### config.mk
export PLATFORM = sky130hd
export DESIGN_NAME = ftp_reply_parser_unit_flat
export DESIGN_NICKNAME = d
export VERILOG_FILES = /design/src/rtl/frp_pkg.sv /design/src/rtl/frp_byte_if.sv /design/src/rtl/frp_reply_if.sv /design/src/rtl/frp_core.sv /design/src/rtl/ftp_reply_parser_unit.sv /design/src/flat_wrapper.sv
export VERILOG_INCLUDE_DIRS = /design/src /design/src/rtl
export SDC_FILE = /design/constraint.sdc
export NUM_CORES = 1
export LEC_CHECK = 0
export BUFFER_PORTS_ARGS = -buffer_cell sky130_fd_sc_hd__buf_2
export CORE_MARGIN = 2
export CORE_UTILIZATION = 33
export DETAILED_ROUTE_END_ITERATION = 16
export REMOVE_ABC_BUFFERS = 1
export SLEW_MARGIN = 20
export SYNTH_ARGS = -nofsm -noshare
export SYNTH_HDL_FRONTEND = slang
export SYNTH_SLANG_ARGS = --single-unit
### constraint.sdc
create_clock -name i_clk -period 6.5 [get_ports i_clk]
set_input_delay 0.325 -clock i_clk [delete_from_list [all_inputs] [get_ports i_clk]]
set_output_delay 0.325 -clock i_clk [all_outputs]
set_load 0.02 [all_outputs]
### src/rtl/ftp_reply_parser_unit_macros.svh
// Assertion macros for the FTP reply parser unit.
// Included by the modules that carry concurrent checks; no other dependencies.
`ifndef FTP_REPLY_PARSER_UNIT_MACROS_SVH
`define FTP_REPLY_PARSER_UNIT_MACROS_SVH

`ifndef SYNTHESIS
`define FRP_ASSERT_IMP(lbl, clk, rstn, ante, cons, msg) \
    lbl: assert property (@(posedge clk) disable iff (!(rstn)) (ante) |-> (cons)) \
        else $error(msg);
`define FRP_ASSERT_NXT(lbl, clk, rstn, ante, cons, msg) \
    lbl: assert property (@(posedge clk) disable iff (!(rstn)) (ante) |=> (cons)) \
        else $error(msg);
`else
`define FRP_ASSERT_IMP(lbl, clk, rstn, ante, cons, msg)
`define FRP_ASSERT_NXT(lbl, clk, rstn, ante, cons, msg)
`endif

`endif

### src/rtl/frp_pkg.sv
// Shared types, character codes and limits for the FTP reply parser.
// No dependencies; imported by the parser core, the top level, the bench and its checker.
package frp_pkg;

    localparam logic [7:0] CHR_SPACE  = 8'h20;
    localparam logic [7:0] CHR_DASH   = 8'h2D;
    localparam logic [7:0] CHR_LF     = 8'h0A;
    localparam logic [7:0] CHR_CR     = 8'h0D;
    localparam logic [7:0] CHR_TAB    = 8'h09;
    localparam logic [7:0] CHR_VT     = 8'h0B;
    localparam logic [7:0] CHR_FF     = 8'h0C;
    localparam logic [7:0] CHR_LPAREN = 8'h28;
    localparam logic [7:0] CHR_COMMA  = 8'h2C;
    localparam logic [7:0] CHR_ZERO   = 8'h30;
    localparam logic [7:0] CHR_NINE   = 8'h39;

    localparam logic [9:0] CODE_MAX  = 10'd999;
    localparam logic [9:0] CODE_PASV = 10'd227;
    localparam logic [7:0] NUM_MAX   = 8'd255;

    localparam logic [2:0] IDX_LAST   = 3'd5;
    localparam logic [2:0] IDX_DONE   = 3'd6;
    localparam logic [2:0] IDX_FAIL   = 3'd7;
    localparam logic [2:0] ADDR_COUNT = 3'd4;

    typedef enum logic [2:0] {
        MODE_START  = 3'b001,
        MODE_SINGLE = 3'b010,
        MODE_MULTI  = 3'b100
    } t_mode;

    typedef struct packed {
        logic [9:0]  code_acc;
        logic        code_seen;
        logic        code_closed;
        logic        paren_seen;
        logic [2:0]  number_index;
        logic [7:0]  number_acc;
        logic        num_digit;
        logic [31:0] addr_acc;
        logic [15:0] port_acc;
    } t_parse;

    localparam t_parse PARSE_CLEAR = '0;

    typedef struct packed {
        logic [9:0]  reply_code;
        logic        code_present;
        logic        pasv_valid;
        logic [31:0] pasv_addr;
        logic [15:0] pasv_port;
    } t_reply;

    function automatic logic is_space(input logic [7:0] b);
        return (b == CHR_SPACE) || (b == CHR_TAB) || (b == CHR_CR) ||
               (b == CHR_LF) || (b == CHR_VT) || (b == CHR_FF);
    endfunction

endpackage

### src/rtl/frp_byte_if.sv
// Valid/ready channel carrying one reply byte per request.
// Depends on nothing beyond the language.
interface frp_byte_if;
    logic       valid;
    logic       ready;
    logic [7:0] rx_byte;

    modport source (output valid, output rx_byte, input ready);
    modport sink (input valid, input rx_byte, output ready);
endinterface

### src/rtl/frp_reply_if.sv
// Valid/ready channel carrying one parsed reply per request.
// Depends on nothing beyond the language.
interface frp_reply_if;
    logic        valid;
    logic        ready;
    logic [9:0]  reply_code;
    logic        code_present;
    logic        pasv_valid;
    logic [31:0] pasv_addr;
    logic [15:0] pasv_port;

    modport source (output valid, output reply_code, output code_present,
                    output pasv_valid, output pasv_addr, output pasv_port, input ready);
    modport sink (input valid, input reply_code, input code_present,
                  input pasv_valid, input pasv_addr, input pasv_port, output ready);
endinterface

### src/rtl/frp_core.sv
// Parser state and per-byte update: line framing, reply code and address group.
// Depends on frp_pkg.
module frp_core
    import frp_pkg::*;
(
    input  logic       i_clk,
    input  logic       i_rst_n,
    input  logic       i_step,
    input  logic [7:0] i_byte,
    output logic       o_end,
    output t_reply     o_reply
);

    t_mode       r_mode, n_mode;
    t_parse      r_ps, n_ps;
    t_parse      w_tk;
    logic        w_digit;
    logic [3:0]  w_d;
    logic        w_nonempty;
    logic [13:0] w_code_v;
    logic [11:0] w_num_v;
    logic        w_lf;
    logic        w_pasv;

    assign w_digit    = (i_byte >= CHR_ZERO) && (i_byte <= CHR_NINE);
    assign w_d        = w_digit ? i_byte[3:0] : 4'd0;
    assign w_nonempty = r_ps.code_seen || r_ps.code_closed;
    assign w_lf       = (i_byte == CHR_LF);
    assign w_code_v   = 14'({r_ps.code_acc, 3'b000}) + 14'({r_ps.code_acc, 1'b0}) + 14'(w_d);
    assign w_num_v    = 12'({r_ps.number_acc, 3'b000}) + 12'({r_ps.number_acc, 1'b0}) +
                        12'(w_d);

    always_comb begin
        w_tk = r_ps;
        if (!r_ps.code_closed) begin
            if (w_digit) begin
                w_tk.code_acc  = (w_code_v > 14'(CODE_MAX)) ? CODE_MAX : w_code_v[9:0];
                w_tk.code_seen = 1'b1;
            end else begin
                w_tk.code_closed = 1'b1;
            end
        end
        if (!r_ps.paren_seen) begin
            if (i_byte == CHR_LPAREN) begin
                w_tk.paren_seen   = 1'b1;
                w_tk.number_index = w_nonempty ? 3'd0 : IDX_FAIL;
                w_tk.number_acc   = '0;
                w_tk.num_digit    = 1'b0;
            end
        end else if (r_ps.number_index <= IDX_LAST) begin
            if (w_digit) begin
                w_tk.number_acc = (w_num_v > 12'(NUM_MAX)) ? NUM_MAX : w_num_v[7:0];
                w_tk.num_digit  = 1'b1;
            end else if (!r_ps.num_digit) begin
                if (!is_space(i_byte)) begin
                    w_tk.number_index = IDX_FAIL;
                end
            end else if (r_ps.number_index == IDX_LAST ||  i_byte == CHR_COMMA) begin
                if (r_ps.number_index < ADDR_COUNT) begin
                    w_tk.addr_acc = {r_ps.addr_acc[23:0], r_ps.number_acc};
                end else begin
                    w_tk.port_acc = {r_ps.port_acc[7:0], r_ps.number_acc};
                end
                if (r_ps.number_index == IDX_LAST) begin
                    w_tk.number_index = IDX_DONE;
                end else begin
                    w_tk.number_index = r_ps.number_index + 3'd1;
                    w_tk.number_acc   = '0;
                    w_tk.num_digit    = 1'b0;
                end
            end else begin
                w_tk.number_index = IDX_FAIL;
            end
        end
    end

    assign w_pasv = w_tk.code_seen && (w_tk.code_acc == CODE_PASV) && w_tk.paren_seen &&
                    (w_tk.number_index == IDX_DONE);

    assign o_reply.reply_code   = w_tk.code_seen ? w_tk.code_acc : '0;
    assign o_reply.code_present = w_tk.code_seen;
    assign o_reply.pasv_valid   = w_pasv;
    assign o_reply.pasv_addr    = w_pasv ? w_tk.addr_acc : '0;
    assign o_reply.pasv_port    = w_pasv ? w_tk.port_acc : '0;

    always_comb begin
        n_mode = r_mode;
        n_ps   = r_ps;
        o_end  = 1'b0;
        if (i_step) begin
            unique case (r_mode)
                MODE_MULTI: begin
                    if (w_lf) begin
                        n_ps   = PARSE_CLEAR;
                        n_mode = MODE_START;
                    end else begin
                        n_ps = w_tk;
                    end
                end
                MODE_SINGLE: begin
                    if (w_lf) begin
                        o_end  = 1'b1;
                        n_ps   = PARSE_CLEAR;
                        n_mode = MODE_START;
                    end else begin
                        n_ps = w_tk;
                    end
                end
                default: begin
                    n_ps = w_tk;
                    if (w_lf) begin
                        o_end  = 1'b1;
                        n_ps   = PARSE_CLEAR;
                        n_mode = MODE_START;
                    end else if (i_byte == CHR_SPACE) begin
                        n_mode = MODE_SINGLE;
                    end else if (i_byte == CHR_DASH) begin
                        n_mode = MODE_MULTI;
                    end else begin
                        n_mode = MODE_START;
                    end
                end
            endcase
        end
    end

    always_ff @(posedge i_clk) begin
        if (!i_rst_n) begin
            r_mode <= MODE_START;
            r_ps   <= PARSE_CLEAR;
        end else begin
            r_mode <= n_mode;
            r_ps   <= n_ps;
        end
    end

endmodule

### src/rtl/ftp_reply_parser_unit.sv
// FTP reply parser top level: input register, parser core, result register.
// The ending newline passes the input register, the core, then the result register.
// Throughput: one byte per cycle while no result waits on a stalled result channel.
// Back-pressure on the result channel stalls the byte stage only while a result waits.
// Reset: synchronous active-low i_rst_n clears both valid flags and all parser state.
// Depends on frp_pkg, frp_byte_if, frp_reply_if, frp_core and the macros header.
`include "ftp_reply_parser_unit_macros.svh"

module ftp_reply_parser_unit
    import frp_pkg::*;
(
    input logic         i_clk,
    input logic         i_rst_n,
    frp_byte_if.sink    i_rx,
    frp_reply_if.source o_reply
);

    logic       r_in_valid;
    logic [7:0] r_in_byte;
    logic       r_out_valid;
    t_reply     r_out;
    logic       w_advance;
    logic       w_end;
    t_reply     w_reply;

    assign w_advance = !r_out_valid || o_reply.ready;
    assign i_rx.ready = !r_in_valid || w_advance;

    frp_core u_core (
        .i_clk   (i_clk),
        .i_rst_n (i_rst_n),
        .i_step  (r_in_valid && w_advance),
        .i_byte  (r_in_byte),
        .o_end   (w_end),
        .o_reply (w_reply)
    );

    always_ff @(posedge i_clk) begin
        if (!i_rst_n) begin
            r_in_valid  <= 1'b0;
            r_out_valid <= 1'b0;
        end else begin
            if (i_rx.ready) begin
                r_in_valid <= i_rx.valid;
            end
            if (w_advance) begin
                r_out_valid <= w_end;
            end
        end
    end

    always_ff @(posedge i_clk) begin
        if (i_rx.valid && i_rx.ready) begin
            r_in_byte <= i_rx.rx_byte;
        end
        if (w_end) begin
            r_out <= w_reply;
        end
    end

    assign o_reply.valid        = r_out_valid;
    assign o_reply.reply_code   = r_out.reply_code;
    assign o_reply.code_present = r_out.code_present;
    assign o_reply.pasv_valid   = r_out.pasv_valid;
    assign o_reply.pasv_addr    = r_out.pasv_addr;
    assign o_reply.pasv_port    = r_out.pasv_port;

    `FRP_ASSERT_NXT(a_in_capture, i_clk, i_rst_n, i_rx.valid && i_rx.ready, r_in_valid, "accepted byte not held in input register")
    `FRP_ASSERT_IMP(a_pasv_code, i_clk, i_rst_n, r_out_valid && r_out.pasv_valid, r_out.code_present && (r_out.reply_code == CODE_PASV), "address reported without a 227 code")
    `FRP_ASSERT_IMP(a_no_code_zero, i_clk, i_rst_n, r_out_valid && !r_out.code_present, (r_out.reply_code == '0) && !r_out.pasv_valid, "code value without a code digit")
    `FRP_ASSERT_IMP(a_code_range, i_clk, i_rst_n, r_out_valid, r_out.reply_code <= CODE_MAX, "reply code above saturation limit")
    `FRP_ASSERT_IMP(a_addr_clear, i_clk, i_rst_n, r_out_valid && !r_out.pasv_valid, (r_out.pasv_addr == '0) && (r_out.pasv_port == '0), "address fields set without a parsed group")

endmodule

### src/flat_wrapper.sv
// flat-port wrapper written by rule: the top's interface ports become plain ports
module ftp_reply_parser_unit_flat import frp_pkg::*;
  (i_clk, i_rst_n, i_rx_valid, i_rx_rx_byte, i_rx_ready, o_reply_valid, o_reply_reply_code, o_reply_code_present, o_reply_pasv_valid, o_reply_pasv_addr, o_reply_pasv_port, o_reply_ready);
  frp_byte_if i_rx_i ();
  frp_reply_if o_reply_i ();
  input logic i_clk;
  input logic i_rst_n;
  input wire logic [$bits(i_rx_i.valid)-1:0] i_rx_valid;
  input wire logic [$bits(i_rx_i.rx_byte)-1:0] i_rx_rx_byte;
  output wire logic [$bits(i_rx_i.ready)-1:0] i_rx_ready;
  output wire logic [$bits(o_reply_i.valid)-1:0] o_reply_valid;
  output wire logic [$bits(o_reply_i.reply_code)-1:0] o_reply_reply_code;
  output wire logic [$bits(o_reply_i.code_present)-1:0] o_reply_code_present;
  output wire logic [$bits(o_reply_i.pasv_valid)-1:0] o_reply_pasv_valid;
  output wire logic [$bits(o_reply_i.pasv_addr)-1:0] o_reply_pasv_addr;
  output wire logic [$bits(o_reply_i.pasv_port)-1:0] o_reply_pasv_port;
  input wire logic [$bits(o_reply_i.ready)-1:0] o_reply_ready;
  assign i_rx_i.valid = i_rx_valid;
  assign i_rx_i.rx_byte = i_rx_rx_byte;
  assign i_rx_ready = i_rx_i.ready;
  assign o_reply_valid = o_reply_i.valid;
  assign o_reply_reply_code = o_reply_i.reply_code;
  assign o_reply_code_present = o_reply_i.code_present;
  assign o_reply_pasv_valid = o_reply_i.pasv_valid;
  assign o_reply_pasv_addr = o_reply_i.pasv_addr;
  assign o_reply_pasv_port = o_reply_i.pasv_port;
  assign o_reply_i.ready = o_reply_ready;
  ftp_reply_parser_unit u_core (.i_clk(i_clk), .i_rst_n(i_rst_n), .i_rx(i_rx_i), .o_reply(o_reply_i));
endmodule
; Yosys cells after proc, flatten, opt, wreduce, memory -nomap -nowiden
; Index checks and enable logic that the tools add are counted.
[totals]
reg_bits = 146
out_inout_bits = 62
inputBits = 12
[classes]
magnitude_cmp = 6
n_reduce_logical = 22
n_mux = 33
n_eq_ne = 19
add_sub_neg = 5
[ops]
columns = op, n
row1 = $mux W57, 2
row2 = $mux W48, 2
row3 = $mux W73, 1
row4 = $mux W60, 1
row5 = $eq A8 B4 Y1 const B, 5
row6 = $mux W3, 11
row7 = $eq A8 B6 Y1 const B, 4
row8 = $mux W32, 1
row9 = $mux W12, 2
row10 = $mux W9, 2
row11 = $mux W16, 1
row12 = $add A13 B11 Y14, 1
row13 = $add A14 B4 Y14, 1
row14 = $gt A14 B10 Y1 const B, 1
row15 = $mux W13, 1
row16 = $add A11 B9 Y12, 1
row17 = $add A12 B4 Y12, 1
row18 = $gt A12 B8 Y1 const B, 1
row19 = $mux W11, 1
row20 = $eq A10 B8 Y1 const B, 1
row21 = $mux W10, 1
row22 = $eq A3 B3 Y1 const B, 3
row23 = $logic_or A1 B1 Y1, 9
row24 = $ge A8 B6 Y1 const B, 1
row25 = 20 further kinds, 30

; Longest topological paths before layout
; Gate-level depths: netlist (run 1).
[depth]
ltp_word = 13
ltp_mapped = 15

; Cells and area by module
; Synthesis (run 1) repeated with hierarchy kept, for this count alone.
[unflattened]
cells_unflattened = 734
hier_area_um2 = 7581.0
[by_module_without_submodules]
columns = mod, cells_each, area_per_inst_um2, instances, seq_area_each_um2
row1 = frp_core, 657, 5435.2, 1, 1521.5
row2 = ftp_reply_parser_unit, 77, 2145.8, 1, 2082.0

; Least setup slack after synthesis (run 1)
; No wires, ideal clock.
[synth_path]
path_kind = register to register
startpoint = register u_core.r_in_byte[5]
endpoint = register u_core.r_out (netlist bit u_core.o_reply.code_present), enable pin
setup_time_ps = 554
arrival_time_ps = 5755
stages_incl_launch_ff = 4
path_slack_ps = 191
required_time_ps = 5946
path_buffers = 0
cell_sequence = edfxtp_1 > or3b_2 > or4b_1 > nor3_1
[synth_via]
elab_chain_cells = 4
[synth_rtl]
columns = item, line_no
row1 = start: declaration, ftp_reply_parser_unit.sv:19  ; logic [7:0] r_in_byte;
row2 = start signal: assignment, ftp_reply_parser_unit.sv:54  ; r_in_byte <= i_rx.rx_byte;
row3 = $eq A8 B4 Y1, frp_core.sv:28  ; assign w_lf = (i_byte == CHR_LF);
row4 = $mux W1, "frp_core.sv:101, frp_core.sv:111"
row5 = $mux W1, -
row6 = $mux W1, frp_core.sv:90  ; if (i_step) begin
row7 = net u_core.u_core.o_end, frp_core.sv:10  ; output logic o_end,
row8 = end signal: assignment, ftp_reply_parser_unit.sv:57  ; r_out <= w_reply;
row9 = end: declaration, ftp_reply_parser_unit.sv:21  ; t_reply r_out;
; The timed path passes the listed nets, and every way through them passes these cells.
; A chain may end at the register's enable or synchronous reset.

; Worst setup path after layout (run 1)
[layout_path]
startpoint = register u_core.r_in_byte[5]
endpoint = register u_core.r_out (netlist bit u_core.o_reply.pasv_addr[1]), data pin
[layout_via]
elab_chain_cells = 13
elab_cells_between_ends = 40
[layout_rtl]
columns = item
row1 = "parallel branches: the longest is 13 deep, another holds $add A14 B4 Y14"
; Parallel ways; which one is timed is not known. The select of a mux whose other input is x is not followed.

==> results of run 1 <==
how the worst max path moves through the flow:
stage                                        end  cells past startpoint
floorplan            u_core.o_reply.code_present                      3
global placement    u_core.o_reply.pasv_addr[31]                     12
detailed placement   u_core.o_reply.pasv_addr[1]                     12
CTS                  u_core.o_reply.pasv_addr[1]                     12
global route         u_core.o_reply.pasv_addr[1]                     12
finish               u_core.o_reply.pasv_addr[1]                     12
worst max-delay path: stages (launching register included):
cell and delay, ps:
edfxtp_1 500, nor4bb_1 580, and3_1 330, fa_1 480, fa_1 470, a21o_1 240, a221oi_2 430, xnor2_1 240
and4_1 260, a2111oi_0 760, a21oi_4 100, buf_4 340, nor4_1 360
layer usage:
| layer | GRT usage (%) | vias up |
|---|---|---|
| met2 | 24.9 | 177 |
| li1 | - | 2912 |
| met3 | 2.95 | 15 |
| met5 | 0 | - |
| met1 | 21.3 | 2886 |
| met4 | 4.59 | 0 |
cells in the final DEF, fill, tap and decap left out, types with 4 or more instances in the layout:
cell       instances
buf_4             11
and2_1             4
nor2_1            33
o2bb2ai_1          8
o31ai_1            5
nand3_1            6
nand2_1           25
xnor2_1            9
a21boi_0           5
nor4_2            10
dfxtp_1           78
a21o_1             9
o21a_1             6
or3_1              4
ha_1              36
nor3b_1            4
a22oi_1           50
o21ai_0           28
mux2i_1           48
buf_2             73
edfxtp_1          68
clkbuf_16         17
nor4_1            44
and3_1             6
fa_1               4
nand2b_1           7
inv_1              9
clkinv_8           6
o21bai_1           4
nor3_1            16
inv_8              6
nor2b_1           58
a21oi_1           28
flip-flops by register name (all words and copies together) (netlist names):
signal,count
u_core.u_core.r_ps,73
u_core.o_reply.valid,1
u_core.r_in_valid,1
u_core.o_reply.code_present,1
u_core.o_reply.pasv_valid,1
u_core.o_reply.reply_code,10
u_core.o_reply.pasv_addr,32
u_core.u_core.r_mode,3
u_core.r_in_byte,8
u_core.o_reply.pasv_port,16
final cells by class:
| cell class | instances | area share (%) |
|---|---|---|
| clock buffer | 17 | 4.70 |
| clock inverter | 15 | 2.10 |
| inverter | 9 | 0.373 |
| multi-input combinational | 523 | 43.7 |
| sequential | 146 | 39.8 |
| tap | 319 | 4.41 |
| timing repair buffer | 84 | 4.95 |
logic make-up (layout without fill, tap and decap cells):
group           after synthesis  after routing
xor+xnor                     12             12
buf+inv                      62            125
simple gates                244            244
fa+ha+maj                    40             40
flops                       146            146
mux                          48             48
compound gates              179            179
per-stage QoR:
step	std cells	setup WS (ps)	power, mW	utilization, %
CTS	1113	1320	2.06	38.8
global placement	1081	1600	1.05	36.2
finish	1113	1180	2.03	38.8
global route	1113	852	2.10	38.8
floorplan	678	191	1.03	-
detailed placement	1081	1370	1.05	36.2
power by group:
group / internal (mW) / switching (mW) / leakage, nW
registers: 0.960 / 0.0113 / 1.40
clock network: 0.524 / 0.478 / 0.296
logic: 0.0226 / 0.0384 / 1.69
total: 1.51 / 0.528 / 3.39
cells in the mapped netlist, types with 3 or more instances:
cell type / count
a211oi_1: 3
a21boi_0: 5
a21o_1: 9
a21oi_1: 29
a22oi_1: 50
and2_1: 4
and3_1: 6
buf_2: 7
clkbuf_1: 41
dfxtp_1: 78
edfxtp_1: 68
fa_1: 4
ha_1: 36
inv_1: 9
mux2i_1: 48
nand2_1: 25
nand2b_1: 7
nand3_1: 6
nand4_1: 3
nor2_1: 33
nor2b_1: 58
nor3_1: 17
nor3b_1: 4
nor4_1: 44
nor4_2: 11
o211ai_1: 3
o21a_1: 6
o21ai_0: 28
o21bai_1: 4
o2bb2ai_1: 8
o31ai_1: 5
or3_1: 4
xnor2_1: 9
xor2_1: 3
==> flow_metrics.tcl, run 1 <==
set metrics [dict create \
    status "completed" \
    start_util_pct 33.3 \
    dpl-instance-area_um2 8440 \
    r2r_cells 12 \
    track_usage_pct 15.5 \
    crit_start "u_core.r_in_byte[5]" \
    antenna_found_initial 0 \
    clk_pin_slew_ps 80 \
    layout-drive-gt1-share_pct 18.3 \
    fin_setup_tns_ps 0 \
    arrival_ps 5540 \
    ctsHoldBuffers 0 \
    r2r-start "u_core.r_in_byte[5]" \
    hold_start "i_rx_rx_byte[0]" \
    cts_resized 0 \
    rsz0062_at_grt "false" \
    synth_ff_type "dfxtp_1" \
    ir_drop_mv 0.145 \
    synth_mux_area_share_pct 6.18 \
    synth_edf_count 68 \
    worstSetupPathType "flip-flop to flip-flop" \
    drtAntennaViolNets 0 \
    async_flop_share_pct 0 \
    drt_first_pass_iters 6 \
    max_slew_margin_pct 24.5 \
    synth_top_area_share_pct 26.3 \
    cts_tree "done" \
    min_to "u_core.r_in_byte[0]" \
    cts_sinks 146 \
    ff_latch_area_um2 3600 \
    drt-met1-wl_um 9050 \
    clk_path_buf_depth 2 \
    wl_met2_um 8620 \
    clock_skew_ps 17.6 \
    period_minus_slack_ps 5320 \
    power.density_nw_per_um2 225 \
    numCtsBuffers 17 \
    wl_um 18800 \
    synthDistinctLibCells 75 \
    synth_top_area_cell "edfxtp_1" \
    start_kind "flip-flop" \
    drtIter0Drc 391 \
    synth_top_family_by_area "simple AND/OR/NAND/NOR gates" \
    tightest_slew_ps 1130 \
    multiInputGateArea_um2 3960 \
    hold_violations 0 \
    worstHoldPathCells 1 \
    via_count 5990 \
    leakage_nw 3.39 \
    routabilityCongestion 0.876 \
    cts-root-buf "clkbuf_16" \
    setup_violations 0 \
    yosys_warnings 0 \
    route.detailed.drc 0 \
    rows 56 \
    r2r-end "u_core.o_reply.pasv_addr[1]" \
    antennaDiodeCount 0 \
    die_y_um 157 \
    synthAdderAreaFrac_pct 6.82 \
    wire_per_inst_um 16.9 \
    dp_hpwl_um 11900 \
    vias_per_cell 5.38 \
    synth.area.top_cells "edfxtp_1 26%, dfxtp_1 20%, mux2i_1 6.2%, ha_1 5.8%, a22oi_1 4.8%" \
    chipWidth_um 157 \
    avgSynthCellArea_um2 10.6 \
    synth_simple_gate_area_share_pct 19.6 \
    fillCellCount 2294 \
    max_freq_ghz 0.188 \
    cts_setup_buffers 0 \
    clk_latency_ps 430 \
    grt_pass1_vias 5718 \
    io_pins 74 \
    finalCritPeriodShare_pct 81.8 \
    ctsHtreeMaxLevel 4 \
    path_max_fanout 49 \
    finalMaxSlewViolations 0 \
    syn_inst 731 \
    seq_area_frac_synth_pct 46.4 \
    synth-xor-area-share_pct 1.35 \
    required_ps 6720 \
    hold_class "input port to flip-flop" \
    grt_max_degree 71 \
    rrSetupSlack_ps 1180 \
    placeableCoreArea_um2 23300 \
    grt_pass1_wl_um 30400 \
    grt_overflow 0 \
    area_delta_synth_final_pct 16.5 \
    routed.top_layer "met4" \
    fin_nets 833 \
    fin_hold_ws_ps 61.4 \
    synth_compound_area_share_pct 16.3 \
    fin_area_um2 9060 \
    ys_seq_elements 146 \
    met3WireLength_um 881 \
    die_area_um2 24800 \
    io_buffers 73 \
    cap_viol_max_count 0 \
    syn_area_um2 7770 \
    critical_path.endpoint_type "flip-flop" \
]
Power figures use the tool's default switching activity.
==> inputs of run 2 (changes only) <==
ABC_AREA = 1   (was unset)
clock period = 5.57 ns   (was 6.5 ns; I/O delays follow)
==> run 2 against run 1 <==
Synthesized area rose by 1.3%. Setup slack got worse by 5.6 ps. Flip-flop and latch count did not move. Critical path depth rose by 8. Sequential share of layout area fell by 0.29 points. First-iteration DRC count rose by 6.4%. Fmax rose by 21%. Total power rose by 15%. Register-to-register slack barely moved. Utilization rose by 0.051 points. Combinational power rose by 21%. Via count rose by 7.5%. Highest routed layer unchanged.
==> flow_metrics.tcl, run 2 <==
set metrics [dict create \
    path_max_fanout 27 \
    finalMaxSlewViolations 0 \
    chipWidth_um 159 \
    routabilityCongestion 0.878 \
    clk_path_buf_depth 2 \
    final_cell_mix "204 x nand2_1, 131 x inv_1, 115 x nor2_1" \
    wl_um 17700 \
    drt_first_pass_iters 5 \
    pwr-share-seq_pct 48.1 \
    die_y_um 159 \
    area_delta_synth_final_pct 15.8 \
    dp_cells 1346 \
    grt_pass1_vias 6088 \
    track_usage_pct 14.6 \
    seq_area_frac_synth_pct 45.7 \
    yosysMostFrequentCell "nand2_1" \
    route.detailed.drc 0 \
    synth_edf_count 68 \
    cpPeakStageDelay_ps 520 \
    r2r-start "u_core.r_in_byte[2]" \
    clk_pin_slew_ps 70 \
    cts-root-buf "clkbuf_16" \
    die_area_um2 25100 \
    min_to "u_core.r_in_byte[2]" \
    top_register "u_core.u_core.r_ps" \
    synth.area.top_cells "edfxtp_1 26%, dfxtp_1 20%, nand2_1 9.7%, inv_1 6.3%, ha_1 5.7%" \
    rows 56 \
    cp_slowest_cell "fa_1" \
    arrival_ps 4550 \
    fin_nets 1098 \
    r2r_cells 20 \
    tightest_slew_ps 896 \
    p_comb_share_pct 3.2 \
    largest_reg_flops 73 \
    fin_ws_ps 1180 \
    via_count 6441 \
    dp_hpwl_um 12200 \
    cts_tree "done" \
    power.density_nw_per_um2 257 \
    crit_chain "o21ai_1 -> nand2_2 -> nor2_1 -> fa_1 -> fa_1 -> nand2_1 -> nand2_1 -> nand3_1 -> nand2_1 -> nand2_1 -> nand2_1 -> inv_1 -> nand2_2 -> nor2_4 -> nand3_1 -> nand2_1 -> nor2_1 -> nand2_2 -> buf_4 -> nor3_1" \
    leakage_nw 4.00 \
    final_cells 1378 \
    rrSetupSlack_ps 1180 \
    yosys_warnings 0 \
    grt_overflow 0 \
    cp_top_family "simple AND/OR/NAND/NOR gates" \
    fin_util_pct 38.9 \
    synth_common_cells "204 x nand2_1, 133 x inv_1, 116 x nor2_1" \
    wire_per_inst_um 12.8 \
    max_freq_ghz 0.228 \
    status "completed" \
    hold_violations 0 \
    cap_viol_max_count 0 \
    ctsHtreeMaxLevel 4 \
    numCtsBuffers 17 \
    rsz0062_at_grt "false" \
    clk_latency_ps 430 \
    io_pins 74 \
    synth_top_area_share_pct 25.9 \
    antennaDiodeCount 0 \
    pre_cts_slack_ps 1180 \
    critical_path.endpoint_type "flip-flop" \
    synthDistinctLibCells 40 \
    synth_ff_type "dfxtp_1" \
    ys_seq_elements 146 \
    cts_sinks 146 \
    vias_per_cell 4.67 \
    ctsHoldBuffers 0 \
    grt_max_degree 76 \
    max_slew_margin_pct 39.8 \
    required_ps 5730 \
    worstHoldPathCells 1 \
    p_clk_share_pct 48.7 \
    drtAntennaViolNets 0 \
    p_sw_mw 0.564 \
    worstSetupPathType "flip-flop to flip-flop" \
    placeableCoreArea_um2 23500 \
    critPathBufInv 2 \
    period_minus_slack_ps 4390 \
    cts_setup_buffers 0 \
    final_common_cell "nand2_1" \
    ir_drop_mv 0.135 \
    worst_path_most_repeated_cell "nand2_1" \
    layout-drive-gt1-share_pct 16.4 \
    sw_frac_of_total_pct 24.1 \
    antenna_found_initial 0 \
    setup_violations 0 \
    hold_start "i_rx_rx_byte[2]" \
    async_flop_share_pct 0 \
    finalPower_mw 2.34 \
    drtIter0Drc 416 \
    crit_start "u_core.r_in_byte[2]" \
    start_util_pct 33.6 \
    avgSynthCellArea_um2 7.98 \
    syn_area_um2 7880 \
    io_buffers 73 \
    cts_resized 0 \
    crit_cells 20 \
    clock_skew_ps 15.8 \
    hold_class "input port to flip-flop" \
    fin_setup_tns_ps 0 \
    r2r-end "u_core.o_reply.pasv_addr[3]" \
    grt_pass1_wl_um 29200 \
    start_kind "flip-flop" \
    power.internal_mw 1.78 \
    syn_inst 987 \
    finalCritPeriodShare_pct 78.9 \
    synth_top_area_cell "edfxtp_1" \
]
-- run 2: cell count changes after synthesis, sizes merged, moves of 16 or more --
cell	change
a21oi	+23
a22oi	-51
clkbuf	-16
inv	+132
mux2i	-46
nand2	+190
nand3	+42
nor2	+87
nor2b	-58
nor3	+33
nor4	-55
o21ai	+19
o22ai	+31
-- run 2: power groups by stage --
stage	Sequential, mW	Clock (mW)	Combinational [mW]
after floorplan	1.15	0	0.0482
after global placement	1.15	0	0.0743
after detailed placement	1.15	0	0.0747
after CTS	1.13	1.17	0.0747
after global routing	1.13	1.21	0.0827
final	1.13	1.14	0.0738
-- run 2: how the worst max path moves through the flow --
stage	end	slack, ps
2_1_floorplan	u_core.o_reply.code_present	730
3_3_place_gp	u_core.o_reply.pasv_addr[25]	1290
3_5_place_dp	u_core.o_reply.pasv_addr[21]	1180
4_1_cts	u_core.o_reply.pasv_addr[3]	1130
5_1_grt	u_core.o_reply.pasv_addr[11]	800
6_report	u_core.o_reply.pasv_addr[3]	1180
-- run 2: cells by family (layout without fill, tap and decap cells) --
family,count (synthesis),count (layout),synth area share [%]
AOI/OAI and AO/OA,154,154,11.2
xor gates and xnor gates,7,7,0.874
adders and majority gates,40,40,6.73
buffers and inverters,184,256,9.23
DFF,146,146,45.7
muxes,2,2,0.254
and+or+nand+nor,454,454,25.9
-- run 2: area by class of cell --
type	count	area, um^2
clock buffer	17	425
clock inverter	15	164
fill	2405	14400
inverter	142	533
multi-input combinational	657	3560
sequential	146	3600
tap	319	399
timing repair buffer	82	433
-- run 2: layer usage --
metal	vias up	routed length (um)	GRT usage [%]
li1	3359	-	-
met1	2928	8680	19.3
met2	134	8110	24.6
met3	20	650	2.59
met4	0	248	4.46
met5	-	0	0
-- run 2: stage by stage --
| stage | hold WS (ps) | area, um^2 |
|---|---|---|
| floorplan | 377 | 7680 |
| global placement | 457 | 8530 |
| detailed placement | 457 | 8530 |
| CTS | 3.22 | 9120 |
| global route | 14.7 | 9120 |
| finish | 17.3 | 9120 |
